File: src/hdl/tcci_pkg.sv
`default_nettype none
// ----------------------------------------------------------------------------
// tcci_pkg
// Shared types, constants and the pose microprogram for the three-circle
// intrusion block.
// ----------------------------------------------------------------------------
package tcci_pkg;

    // register indexes of the configuration port
    localparam logic [1:0] REG_ROBOT_RADIUS    = 2'd0;
    localparam logic [1:0] REG_OBSTACLE_RADIUS = 2'd1;
    localparam logic [1:0] REG_CIRCLE_OFFSET   = 2'd2;

    localparam logic [19:0] RST_ROBOT_RADIUS    = 20'd73728;
    localparam logic [19:0] RST_OBSTACLE_RADIUS = 20'd32768;
    localparam logic [19:0] RST_CIRCLE_OFFSET   = 20'd83558;

    // sine polynomial coefficients, Q30
    localparam logic [31:0] SIN_C1 = 32'd1686629713;
    localparam logic [31:0] SIN_C3 = 32'd693598669;
    localparam logic [31:0] SIN_C5 = 32'd85569306;
    localparam logic [31:0] SIN_C7 = 32'd5026995;
    localparam logic [31:0] SIN_C9 = 32'd172272;
    localparam logic [30:0] Q30_ONE = 31'h4000_0000;

    localparam int SQRT_STEPS = 22;
    localparam int POSE_STEPS = 31;

    // datapath operations
    typedef enum logic [4:0] {
        OP_NOP, OP_X, OP_MUL_XX, OP_SET_X2, OP_MUL_X2S, OP_POLY, OP_MUL_XS,
        OP_SET_TRIG, OP_MUL_OFFX, OP_SET_OX, OP_MUL_OFFY, OP_SET_OY,
        OP_SET_CIRC, OP_DIFF, OP_MUL_DX, OP_SET_D2, OP_MUL_DY, OP_ADD_D2,
        OP_SQRT, OP_UPDATE, OP_FIN
    } t_op;

    typedef struct packed {
        t_op        op;
        logic [1:0] idx;
        logic       load_in;
    } t_cmd;

    typedef struct packed {
        logic is_pose;
        logic is_last;
        logic far;
        logic emit;
        logic out_full;
    } t_stat;

    // coefficient for a Horner step, highest order first
    function automatic logic [31:0] poly_coef(input logic [1:0] k);
        logic [31:0] c;
        unique case (k)
            2'd0: c = SIN_C7;
            2'd1: c = SIN_C5;
            2'd2: c = SIN_C3;
            default: c = SIN_C1;
        endcase
        return c;
    endfunction

    // pose program: two sine passes, then offsets and circle centres
    function automatic t_cmd pose_cmd(input logic [4:0] step);
        t_cmd       c;
        logic       p;
        logic [4:0] s;
        logic [4:0] t;
        c.op      = OP_NOP;
        c.idx     = 2'd0;
        c.load_in = 1'b0;
        p = (step >= 5'd13);
        s = p ? (step - 5'd13) : step;
        t = s - 5'd4;
        priority if (step == 5'd26) begin
            c.op = OP_MUL_OFFX;
        end else if (step == 5'd27) begin
            c.op = OP_SET_OX;
        end else if (step == 5'd28) begin
            c.op = OP_MUL_OFFY;
        end else if (step == 5'd29) begin
            c.op = OP_SET_OY;
        end else if (step == 5'd30) begin
            c.op = OP_SET_CIRC;
        end else if (step > 5'd30) begin
            c.op = OP_NOP;
        end else if (s == 5'd0) begin
            c.op  = OP_X;
            c.idx = {1'b0, p};
        end else if (s == 5'd1) begin
            c.op = OP_MUL_XX;
        end else if (s == 5'd2) begin
            c.op = OP_SET_X2;
        end else if (s == 5'd11) begin
            c.op = OP_MUL_XS;
        end else if (s == 5'd12) begin
            c.op  = OP_SET_TRIG;
            c.idx = {1'b0, p};
        end else if (s[0]) begin
            c.op = OP_MUL_X2S;
        end else begin
            c.op  = OP_POLY;
            c.idx = t[2:1];
        end
        return c;
    endfunction

endpackage
`default_nettype wire

File: src/hdl/tcci_ctrl.sv
`default_nettype none
// ----------------------------------------------------------------------------
// tcci_ctrl
// Sequencer: runs the pose program or the per-circle obstacle steps and
// closes the frame.
// ----------------------------------------------------------------------------
module tcci_ctrl (
    input  wire logic            i_clk,
    input  wire logic            i_rst_n,
    input  wire logic            i_in_valid,
    output logic                 o_in_ready,
    input  wire tcci_pkg::t_stat i_stat,
    output tcci_pkg::t_cmd       o_cmd
);
    import tcci_pkg::*;

    typedef enum logic [9:0] {
        S_IDLE = 10'b00_0000_0001,
        S_DISP = 10'b00_0000_0010,
        S_POSE = 10'b00_0000_0100,
        S_DIFF = 10'b00_0000_1000,
        S_CHK  = 10'b00_0001_0000,
        S_SQ   = 10'b00_0010_0000,
        S_SQRT = 10'b00_0100_0000,
        S_UPD  = 10'b00_1000_0000,
        S_END  = 10'b01_0000_0000,
        S_FIN  = 10'b10_0000_0000
    } t_state;

    t_state     r_state, n_state;
    logic [4:0] r_step, n_step;
    logic [1:0] r_ci, n_ci;

    // next state and command
    always_comb begin
        n_state     = r_state;
        n_step      = r_step;
        n_ci        = r_ci;
        o_cmd.op      = OP_NOP;
        o_cmd.idx     = r_ci;
        o_cmd.load_in = 1'b0;
        o_in_ready  = 1'b0;
        unique case (r_state)
            S_IDLE: begin
                o_in_ready = 1'b1;
                if (i_in_valid) begin
                    o_cmd.load_in = 1'b1;
                    n_state = S_DISP;
                end
            end
            S_DISP: begin
                n_step = 5'd0;
                n_ci   = 2'd0;
                n_state = i_stat.is_pose ? S_POSE : S_DIFF;
            end
            S_POSE: begin
                o_cmd  = pose_cmd(r_step);
                n_step = r_step + 5'd1;
                if (r_step == 5'(POSE_STEPS - 1)) begin
                    n_state = S_END;
                end
            end
            S_DIFF: begin
                o_cmd.op = OP_DIFF;
                n_state  = S_CHK;
            end
            S_CHK: begin
                n_step = 5'd0;
                priority if (!i_stat.far) begin
                    n_state = S_SQ;
                end else if (r_ci == 2'd2) begin
                    n_state = S_END;
                end else begin
                    n_ci    = r_ci + 2'd1;
                    n_state = S_DIFF;
                end
            end
            S_SQ: begin
                unique case (r_step[1:0])
                    2'd0: o_cmd.op = OP_MUL_DX;
                    2'd1: o_cmd.op = OP_SET_D2;
                    2'd2: o_cmd.op = OP_MUL_DY;
                    default: o_cmd.op = OP_ADD_D2;
                endcase
                n_step = r_step + 5'd1;
                if (r_step[1:0] == 2'd3) begin
                    n_step  = 5'd0;
                    n_state = S_SQRT;
                end
            end
            S_SQRT: begin
                o_cmd.op = OP_SQRT;
                n_step   = r_step + 5'd1;
                if (r_step == 5'(SQRT_STEPS - 1)) begin
                    n_state = S_UPD;
                end
            end
            S_UPD: begin
                o_cmd.op = OP_UPDATE;
                if (r_ci == 2'd2) begin
                    n_state = S_END;
                end else begin
                    n_ci    = r_ci + 2'd1;
                    n_state = S_DIFF;
                end
            end
            S_END: begin
                n_state = i_stat.is_last ? S_FIN : S_IDLE;
            end
            S_FIN: begin
                // hold while a changed result cannot enter a full output stage
                if (!(i_stat.emit && i_stat.out_full)) begin
                    o_cmd.op = OP_FIN;
                    n_state  = S_IDLE;
                end
            end
            default: n_state = S_IDLE;
        endcase
    end

    // state registers
    always_ff @(posedge i_clk) begin
        if (!i_rst_n) begin
            r_state <= S_IDLE;
            r_step  <= 5'd0;
            r_ci    <= 2'd0;
        end else begin
            r_state <= n_state;
            r_step  <= n_step;
            r_ci    <= n_ci;
        end
    end

endmodule
`default_nettype wire

File: src/hdl/tcci_dp.sv
`default_nettype none
// ----------------------------------------------------------------------------
// tcci_dp
// Datapath: configuration, shared multiplier, sine polynomial, circle
// centres, distance square root, running maximum and output stage.
// ----------------------------------------------------------------------------
module tcci_dp (
    input  wire logic               i_clk,
    input  wire logic               i_rst_n,
    input  wire logic               i_cfg_valid,
    input  wire logic [1:0]         i_cfg_index,
    input  wire logic [31:0]        i_cfg_data,
    input  wire logic               i_command,
    input  wire logic signed [31:0] i_pos_x,
    input  wire logic signed [31:0] i_pos_y,
    input  wire logic [15:0]        i_heading,
    input  wire logic               i_last,
    input  wire tcci_pkg::t_cmd     i_cmd,
    output tcci_pkg::t_stat         o_stat,
    output logic                    o_out_valid,
    input  wire logic               i_out_ready,
    output logic [20:0]             o_max_intrusion,
    output logic                    o_collision_started
);
    import tcci_pkg::*;

    function automatic logic signed [31:0] sat32(input logic signed [33:0] v);
        logic signed [31:0] r;
        priority if (v > 34'sh0_7FFF_FFFF) begin
            r = 32'sh7FFF_FFFF;
        end else if (v < -34'sh0_8000_0000) begin
            r = -32'sh8000_0000;
        end else begin
            r = v[31:0];
        end
        return r;
    endfunction

    logic [19:0] r_rrad, r_orad, r_off;
    logic               r_pose, r_last;
    logic signed [31:0] r_px, r_py;
    logic [15:0]        r_head;
    logic [30:0]        r_xv, r_x2, r_sa, r_sb;
    logic [31:0]        r_s;
    logic [63:0]        r_prod;
    logic signed [21:0] r_ox, r_oy;
    logic signed [31:0] r_cx [3];
    logic signed [31:0] r_cy [3];
    logic [20:0]        r_adx, r_ady;
    logic               r_far;
    logic [43:0]        r_d2;
    logic [24:0]        r_rem;
    logic [21:0]        r_root;
    logic [20:0]        r_max, r_prev;
    logic               r_have;
    logic               r_out_valid;
    logic [20:0]        r_out_max;
    logic               r_out_cs;

    logic [20:0] rsum;
    logic [31:0] mul_a, mul_b;
    logic [63:0] prod;
    logic [14:0] frac;
    logic [30:0] xv;
    logic [1:0]  quad;
    logic [30:0] trig_x, trig_y;
    logic        neg_x, neg_y;
    logic [63:0] rounded;
    logic [21:0] mag;
    logic [33:0] trig_full;
    logic [31:0] poly_next;
    logic signed [31:0] sel_cx, sel_cy;
    logic signed [32:0] dx, dy;
    logic [32:0] adx, ady;
    logic [24:0] rem_next, trial;
    logic [21:0] intr;
    logic        emit;

    assign rsum = {1'b0, r_rrad} + {1'b0, r_orad};
    assign quad = r_head[15:14];
    assign frac = i_cmd.idx[0] ? (15'd16384 - {1'b0, r_head[13:0]}) : {1'b0, r_head[13:0]};
    assign xv   = {frac, 16'd0};

    // trig selection by quadrant
    assign trig_x = quad[0] ? r_sa : r_sb;
    assign trig_y = quad[0] ? r_sb : r_sa;
    assign neg_x  = quad[1] ^ quad[0];
    assign neg_y  = quad[1];

    // shared multiplier operand select
    always_comb begin
        mul_a = 32'd0;
        mul_b = 32'd0;
        unique case (i_cmd.op)
            OP_MUL_XX:   begin mul_a = {1'b0, r_xv};   mul_b = {1'b0, r_xv}; end
            OP_MUL_X2S:  begin mul_a = {1'b0, r_x2};   mul_b = r_s; end
            OP_MUL_XS:   begin mul_a = {1'b0, r_xv};   mul_b = r_s; end
            OP_MUL_OFFX: begin mul_a = {12'd0, r_off}; mul_b = {1'b0, trig_x}; end
            OP_MUL_OFFY: begin mul_a = {12'd0, r_off}; mul_b = {1'b0, trig_y}; end
            OP_MUL_DX:   begin mul_a = {11'd0, r_adx}; mul_b = {11'd0, r_adx}; end
            OP_MUL_DY:   begin mul_a = {11'd0, r_ady}; mul_b = {11'd0, r_ady}; end
            default: ;
        endcase
    end
    assign prod = mul_a * mul_b;

    // post-product arithmetic
    assign rounded   = r_prod + 64'h2000_0000;
    assign mag       = {1'b0, rounded[50:30]};
    assign trig_full = r_prod[63:30];
    assign poly_next = poly_coef(i_cmd.idx) - r_prod[61:30];

    // obstacle differences
    always_comb begin
        unique case (i_cmd.idx)
            2'd0: begin sel_cx = r_cx[0]; sel_cy = r_cy[0]; end
            2'd1: begin sel_cx = r_cx[1]; sel_cy = r_cy[1]; end
            default: begin sel_cx = r_cx[2]; sel_cy = r_cy[2]; end
        endcase
        dx  = {sel_cx[31], sel_cx} - {r_px[31], r_px};
        dy  = {sel_cy[31], sel_cy} - {r_py[31], r_py};
        adx = dx[32] ? 33'(-dx) : 33'(dx);
        ady = dy[32] ? 33'(-dy) : 33'(dy);
    end

    // one root bit per step
    assign rem_next = {r_rem[22:0], r_d2[43:42]};
    assign trial    = {1'b0, r_root, 2'b01};
    assign intr     = {1'b0, rsum} - r_root;
    assign emit     = !r_have || (r_max != r_prev);

    assign o_stat.is_pose  = r_pose;
    assign o_stat.is_last  = r_last;
    assign o_stat.far      = r_far;
    assign o_stat.emit     = emit;
    assign o_stat.out_full = r_out_valid;

    // configuration registers
    always_ff @(posedge i_clk) begin
        if (!i_rst_n) begin
            r_rrad <= RST_ROBOT_RADIUS;
            r_orad <= RST_OBSTACLE_RADIUS;
            r_off  <= RST_CIRCLE_OFFSET;
        end else if (i_cfg_valid) begin
            unique case (i_cfg_index)
                REG_ROBOT_RADIUS:    r_rrad <= i_cfg_data[19:0];
                REG_OBSTACLE_RADIUS: r_orad <= i_cfg_data[19:0];
                REG_CIRCLE_OFFSET:   r_off  <= i_cfg_data[19:0];
                default: ;
            endcase
        end
    end

    // input capture and working registers
    always_ff @(posedge i_clk) begin
        r_prod <= prod;
        if (i_cmd.load_in) begin
            r_pose <= !i_command;
            r_last <= i_last;
            r_px   <= i_pos_x;
            r_py   <= i_pos_y;
            r_head <= i_heading;
        end
        unique case (i_cmd.op)
            OP_X: begin
                r_xv <= xv;
                r_s  <= SIN_C9;
            end
            OP_SET_X2: r_x2 <= r_prod[60:30];
            OP_POLY:   r_s  <= poly_next;
            OP_SET_TRIG: begin
                if (i_cmd.idx[0]) begin
                    r_sb <= (trig_full > 34'(Q30_ONE)) ? Q30_ONE : trig_full[30:0];
                end else begin
                    r_sa <= (trig_full > 34'(Q30_ONE)) ? Q30_ONE : trig_full[30:0];
                end
            end
            OP_SET_OX: r_ox <= neg_x ? -$signed(mag) : $signed(mag);
            OP_SET_OY: r_oy <= neg_y ? -$signed(mag) : $signed(mag);
            OP_DIFF: begin
                r_adx <= adx[20:0];
                r_ady <= ady[20:0];
                r_far <= (adx >= {12'd0, rsum}) || (ady >= {12'd0, rsum});
            end
            OP_SET_D2: r_d2 <= r_prod[43:0];
            OP_ADD_D2: begin
                r_d2   <= r_d2 + r_prod[43:0];
                r_rem  <= 25'd0;
                r_root <= 22'd0;
            end
            OP_SQRT: begin
                r_d2 <= {r_d2[41:0], 2'b00};
                if (rem_next >= trial) begin
                    r_rem  <= rem_next - trial;
                    r_root <= {r_root[20:0], 1'b1};
                end else begin
                    r_rem  <= rem_next;
                    r_root <= {r_root[20:0], 1'b0};
                end
            end
            default: ;
        endcase
    end

    // circle centres, running maximum, report state
    always_ff @(posedge i_clk) begin
        if (!i_rst_n) begin
            for (int k = 0; k < 3; k++) begin
                r_cx[k] <= 32'sd0;
                r_cy[k] <= 32'sd0;
            end
            r_max       <= 21'd0;
            r_prev      <= 21'd0;
            r_have      <= 1'b0;
            r_out_valid <= 1'b0;
        end else begin
            if (r_out_valid && i_out_ready) begin
                r_out_valid <= 1'b0;
            end
            unique case (i_cmd.op)
                OP_SET_CIRC: begin
                    r_cx[0] <= sat32(34'(r_px) - 34'(r_ox));
                    r_cy[0] <= sat32(34'(r_py) - 34'(r_oy));
                    r_cx[1] <= r_px;
                    r_cy[1] <= r_py;
                    r_cx[2] <= sat32(34'(r_px) + 34'(r_ox));
                    r_cy[2] <= sat32(34'(r_py) + 34'(r_oy));
                    r_max   <= 21'd0;
                end
                OP_UPDATE: begin
                    if (!r_far && (r_root < {1'b0, rsum}) && (intr[20:0] > r_max)) begin
                        r_max <= intr[20:0];
                    end
                end
                OP_FIN: begin
                    if (emit) begin
                        r_out_valid <= 1'b1;
                        r_out_max   <= r_max;
                        r_out_cs    <= (r_max != 21'd0) && r_have && (r_prev == 21'd0);
                        r_prev      <= r_max;
                        r_have      <= 1'b1;
                    end
                end
                default: ;
            endcase
        end
    end

    assign o_out_valid         = r_out_valid;
    assign o_max_intrusion     = r_out_max;
    assign o_collision_started = r_out_cs;

endmodule
`default_nettype wire

File: src/hdl/three_circle_collision_intrusion.sv
`default_nettype none
// Pose item: 31 steps on one shared multiplier between transfer and ready again.
// Obstacle item: each of three circles runs the 22-step bit-serial square root, and
// a far circle ends after the difference and check steps, without the square root.
// One item at a time; a finished result waits in the output register while the next
// item is taken. Synchronous active-low reset restores register defaults and clears state.
// ----------------------------------------------------------------------------
// three_circle_collision_intrusion
// Deepest overlap of a three-circle robot against circular obstacles, reported
// per frame when it changes.
// ----------------------------------------------------------------------------
module three_circle_collision_intrusion (
    input  wire logic               i_clk,
    input  wire logic               i_rst_n,
    input  wire logic               i_cfg_valid,
    output logic                    o_cfg_ready,
    input  wire logic [1:0]         i_cfg_index,
    input  wire logic [31:0]        i_cfg_data,
    input  wire logic               i_in_valid,
    output logic                    o_in_ready,
    input  wire logic               i_command,
    input  wire logic signed [31:0] i_pos_x,
    input  wire logic signed [31:0] i_pos_y,
    input  wire logic [15:0]        i_heading,
    input  wire logic               i_last,
    output logic                    o_out_valid,
    input  wire logic               i_out_ready,
    output logic [20:0]             o_max_intrusion,
    output logic                    o_collision_started
);
    import tcci_pkg::*;

    t_cmd  cmd;
    t_stat stat;

    assign o_cfg_ready = 1'b1;

    // sequencer
    tcci_ctrl u_ctrl (
        .i_clk      (i_clk),
        .i_rst_n    (i_rst_n),
        .i_in_valid (i_in_valid),
        .o_in_ready (o_in_ready),
        .i_stat     (stat),
        .o_cmd      (cmd)
    );

    // datapath
    tcci_dp u_dp (
        .i_clk               (i_clk),
        .i_rst_n             (i_rst_n),
        .i_cfg_valid         (i_cfg_valid),
        .i_cfg_index         (i_cfg_index),
        .i_cfg_data          (i_cfg_data),
        .i_command           (i_command),
        .i_pos_x             (i_pos_x),
        .i_pos_y             (i_pos_y),
        .i_heading           (i_heading),
        .i_last              (i_last),
        .i_cmd               (cmd),
        .o_stat              (stat),
        .o_out_valid         (o_out_valid),
        .i_out_ready         (i_out_ready),
        .o_max_intrusion     (o_max_intrusion),
        .o_collision_started (o_collision_started)
    );

endmodule
`default_nettype wire
File: config.mk
export PLATFORM = sky130hd
export DESIGN_NAME = three_circle_collision_intrusion
export DESIGN_NICKNAME = d
export VERILOG_FILES = /design/src/hdl/tcci_pkg.sv /design/src/hdl/tcci_ctrl.sv /design/src/hdl/tcci_dp.sv /design/src/hdl/three_circle_collision_intrusion.sv
export SDC_FILE = /design/constraint.sdc
export NUM_CORES = 2
export LEC_CHECK = 0
export BUFFER_PORTS_ARGS = -buffer_cell sky130_fd_sc_hd__buf_2
export CAP_MARGIN = 40
export CORE_AREA = 2 2 560 339
export CTS_CLUSTER_SIZE = 20
export DETAILED_ROUTE_END_ITERATION = 7
export DIE_AREA = 0 0 562 341
export PLACE_DENSITY = 0.72
export SETUP_SLACK_MARGIN = 0.02
export SYNTH_ARGS = -nofsm -noshare
export SYNTH_HDL_FRONTEND = slang
export SYNTH_SLANG_ARGS = --single-unit
File: constraint.sdc
create_clock -name i_clk -period 14.6 [get_ports i_clk]
set_input_delay 0.73 -clock i_clk [delete_from_list [all_inputs] [get_ports i_clk]]
set_output_delay 0.73 -clock i_clk [all_outputs]
set_load 0.01 [all_outputs]
==> impl_metrics.toml <==
[setup_path]
startpoint = "u_ctrl.r_state[9]"
r2r_end = "u_dp.r_prod[54]"
cpMostUsedCell = "fa_1"
endpoint_kind = "flop"
critPathRequiredTime_ns = 15.18
reg2regPathDepth = 38
critPathMaxStageDelay_ns = 0.79
slowest_stage = "nor3_4"
r2r-start = "u_ctrl.r_state[9]"
worstSetupPathType = "reg2reg"
timing.critical_path.arrival_ns = 14.75
start_kind = "flop"
crit_fanout = 22
crit_path_end = "u_dp.r_prod[54]"
r2r_setup_slack_ns = 0.43

[timing]
tightest_slew_ns = 1.07
setup_violations = 0
fin_skew_ns = 0.0268
maxSlewHeadroom_pct = 29.0
hold_viol = 0
fin_crit_sh_pct = 97.1
fin_tns_setup_ns = 0
rsz0062_at_grt = "no"
hold_ws_ns = 0.217
period_needed_ns = 14.17
fmax_ghz = 0.0706
drv_slew = 0

[routing]
drtAntennaViolNets = 0
drc_errors = 0
met3_length_mm = 44.2
firstDrtPassIters = 7
num_vias = 69100
wl_per_cell_um = 23.4
drt_iter0_drc = 8882
wl_mm = 275
wl_met2_mm = 101
wl_met1_mm = 124
viasPerCell = 5.89
highest_layer = "met5"

[worst_hold_path]
hold_start = "i_pos_x[13]"
hold_path_class = "in2reg"

[layout]
nNetsFinal = 10800
fillCellCount = 17400
stdcell_count = 11700
area_growth_syn_to_layout_pct = 8.03
drive_gt1_share_pct = 6.87

[synth]
async_reset_ff_share_pct = 0
synthesis.instances = 9102
yosysSeqAreaShare_pct = 26.4
synth_commonest_cells = "1257 x inv_1, 1119 x nand2_1, 936 x nor2_1"
yosysWarnings = 0
synth_area_leader_cell = "edfxtp_1"
synth_edf_count = 612
netlist_top_cells_area = "edfxtp_1 22%, fa_1 21%, ha_1 10%"
ys_ff_latch = 796
yosys.cell_count.top_type = "inv_1"
syn_nets = 10800
yosysTopAreaCellShare_pct = 22.0
synthFlopType = "edfxtp_1"
synth_cell_types = 106
netlist_area_um2 = 83600
syn_area_per_cell_um2 = 9.18

[clock_network]
htreeDepth = 3
cts_sinks = 796
cts_resized = 0
cts.clk_slew.worst_paths_ns = 0.07
postCtsSetupBuffers = 0
clock_path_buffers = 3
insertion_delay_ns = 0.69
cts_buffers = 77
root_buffer = "clkbuf_16"
cts_tree = "yes"
cts_hold_buf = 0

[die]
io_pins = 146
die_area_um2 = 192000
initial_utilization_pct = 44.8
die_w_um = 562
fp-row-count = 123
core_um2 = 187000
die_h_um = 341

[global_route]
antenna_found_initial = 21
grt_pass1_wl_mm = 413
grt_use_total_pct = 28.4
grt_max_degree = 126
grt_pass1_vias = 66600
grt-ovfl-total = 0

[power]
powerDensity_nw_per_um2 = 107
ir_drop_mv = 0.100
switching_share_pct = 43.7
p_leak_nw = 40.1
p_seq_share_pct = 29.8
combPwrFrac_pct = 48.0
p_int_mw = 5.45
switchingPower_mw = 4.23
p_clk_share_pct = 22.2

[placed_design]
dpl.hpwl_mm = 223
gp_congestion = 1.01
dp_cells = 11600
io_buffer_count = 132

[run]
drv_cap = 0

[run_status]
status = "finished, final reports clean"
metal layers:
| metal | vias up | global-route usage (%) |
|---|---|---|
| li1 | 30600 | - |
| met1 | 34000 | 44.3 |
| met2 | 4008 | 36.0 |
| met3 | 382 | 11.2 |
| met4 | 8 | 5.37 |
| met5 | - | 0 |
final cells by class:
cell class	instances	area (um2)	share of cell area, %
flip-flops and latches	796	22100	24.4
clock inverters	40	319	0.353
clock buffers	103	2290	2.53
inverters	1259	4730	5.23
well taps	2500	3130	3.46
diodes	8	20.0	0.0222
repair buffers	360	2550	2.82
multi-input cells	6654	55200	61.1
worst min-delay path by stage:
stage,endpoint,slack (ns),depth (start not counted)
2_1_floorplan,u_dp.r_x2[13],0.41,0
6_report,u_dp.r_px[13],0.22,1
5_1_grt,u_dp.r_px[13],0.19,1
3_3_place_gp,u_dp.r_orad[0],0.45,2
3_5_place_dp,u_dp.r_orad[7],0.46,2
4_1_cts,u_dp.r_px[13],0.18,1
cells by family after synthesis:
kind of cell | share of synthesized area [%]
buffers and inverters | 7.77
AOI/OAI and AO/OA | 14.1
xor gates and xnor gates | 4.79
DFF | 26.4
adders and majority gates | 31.2
other | 0.00449
and+or+nand+nor | 15.1
muxes | 0.551
registers in the layout (all words and copies together) (netlist names), 22 cells and up:
signal	flops
u_dp.r_ox	22
u_dp.r_sa	31
u_dp.r_root	22
u_dp.r_rem	23
u_dp.r_prod	63
u_dp.r_x2	31
u_dp.r_oy	22
u_dp.r_sb	31
u_dp.r_cy	96
u_dp.r_cx	96
u_dp.r_py	32
u_dp.r_s	32
u_dp.r_px	32
u_dp.r_d2	44
metrics by stage:
stage,utilization (%),area [um2],power (mW),setup WS (ns)
floorplan,-,83600,5.84,3.13
global placement,46.8,87300,7.24,1.05
detailed placement,47.0,87600,7.36,1.10
CTS,48.4,90200,9.51,1.01
global route,48.4,90300,10.1,0.0295
finish,48.4,90300,9.69,0.428
power by group through the flow:
stage | sequential, mW | clock (mW) | combinational, mW
2_1_floorplan | 2.83 | 0 | 3.01
3_3_place_gp | 2.92 | 0 | 4.32
3_5_place_dp | 2.92 | 0 | 4.44
4_1_cts | 2.87 | 2.16 | 4.48
5_1_grt | 2.89 | 2.26 | 5.00
6_report | 2.88 | 2.15 | 4.65
cells in the final DEF, fill, tap and decap left out, drive strengths merged, types with 147 or more instances in the layout:
cell type  instances
inv             1268
nand2           1120
nor2             941
fa               876
ha               685
edfxtp           612
a21oi            444
buf              359
o21ai            342
xnor2            314
dfxtp            184
nor3             153
a22oi            149
a21o             147
critical path, delay by kind of cell (launching register included):
family	cells	cell delay, ns
AO/OA/AOI/OAI	9	3.27
adder cells (fa/ha/maj)	9	4.41
buffers and inverters	4	0.52
flip-flops	1	0.34
multiplexers	1	0.14
AND/OR/NAND/NOR	15	5.36
Power figures use the tool's default switching activity.
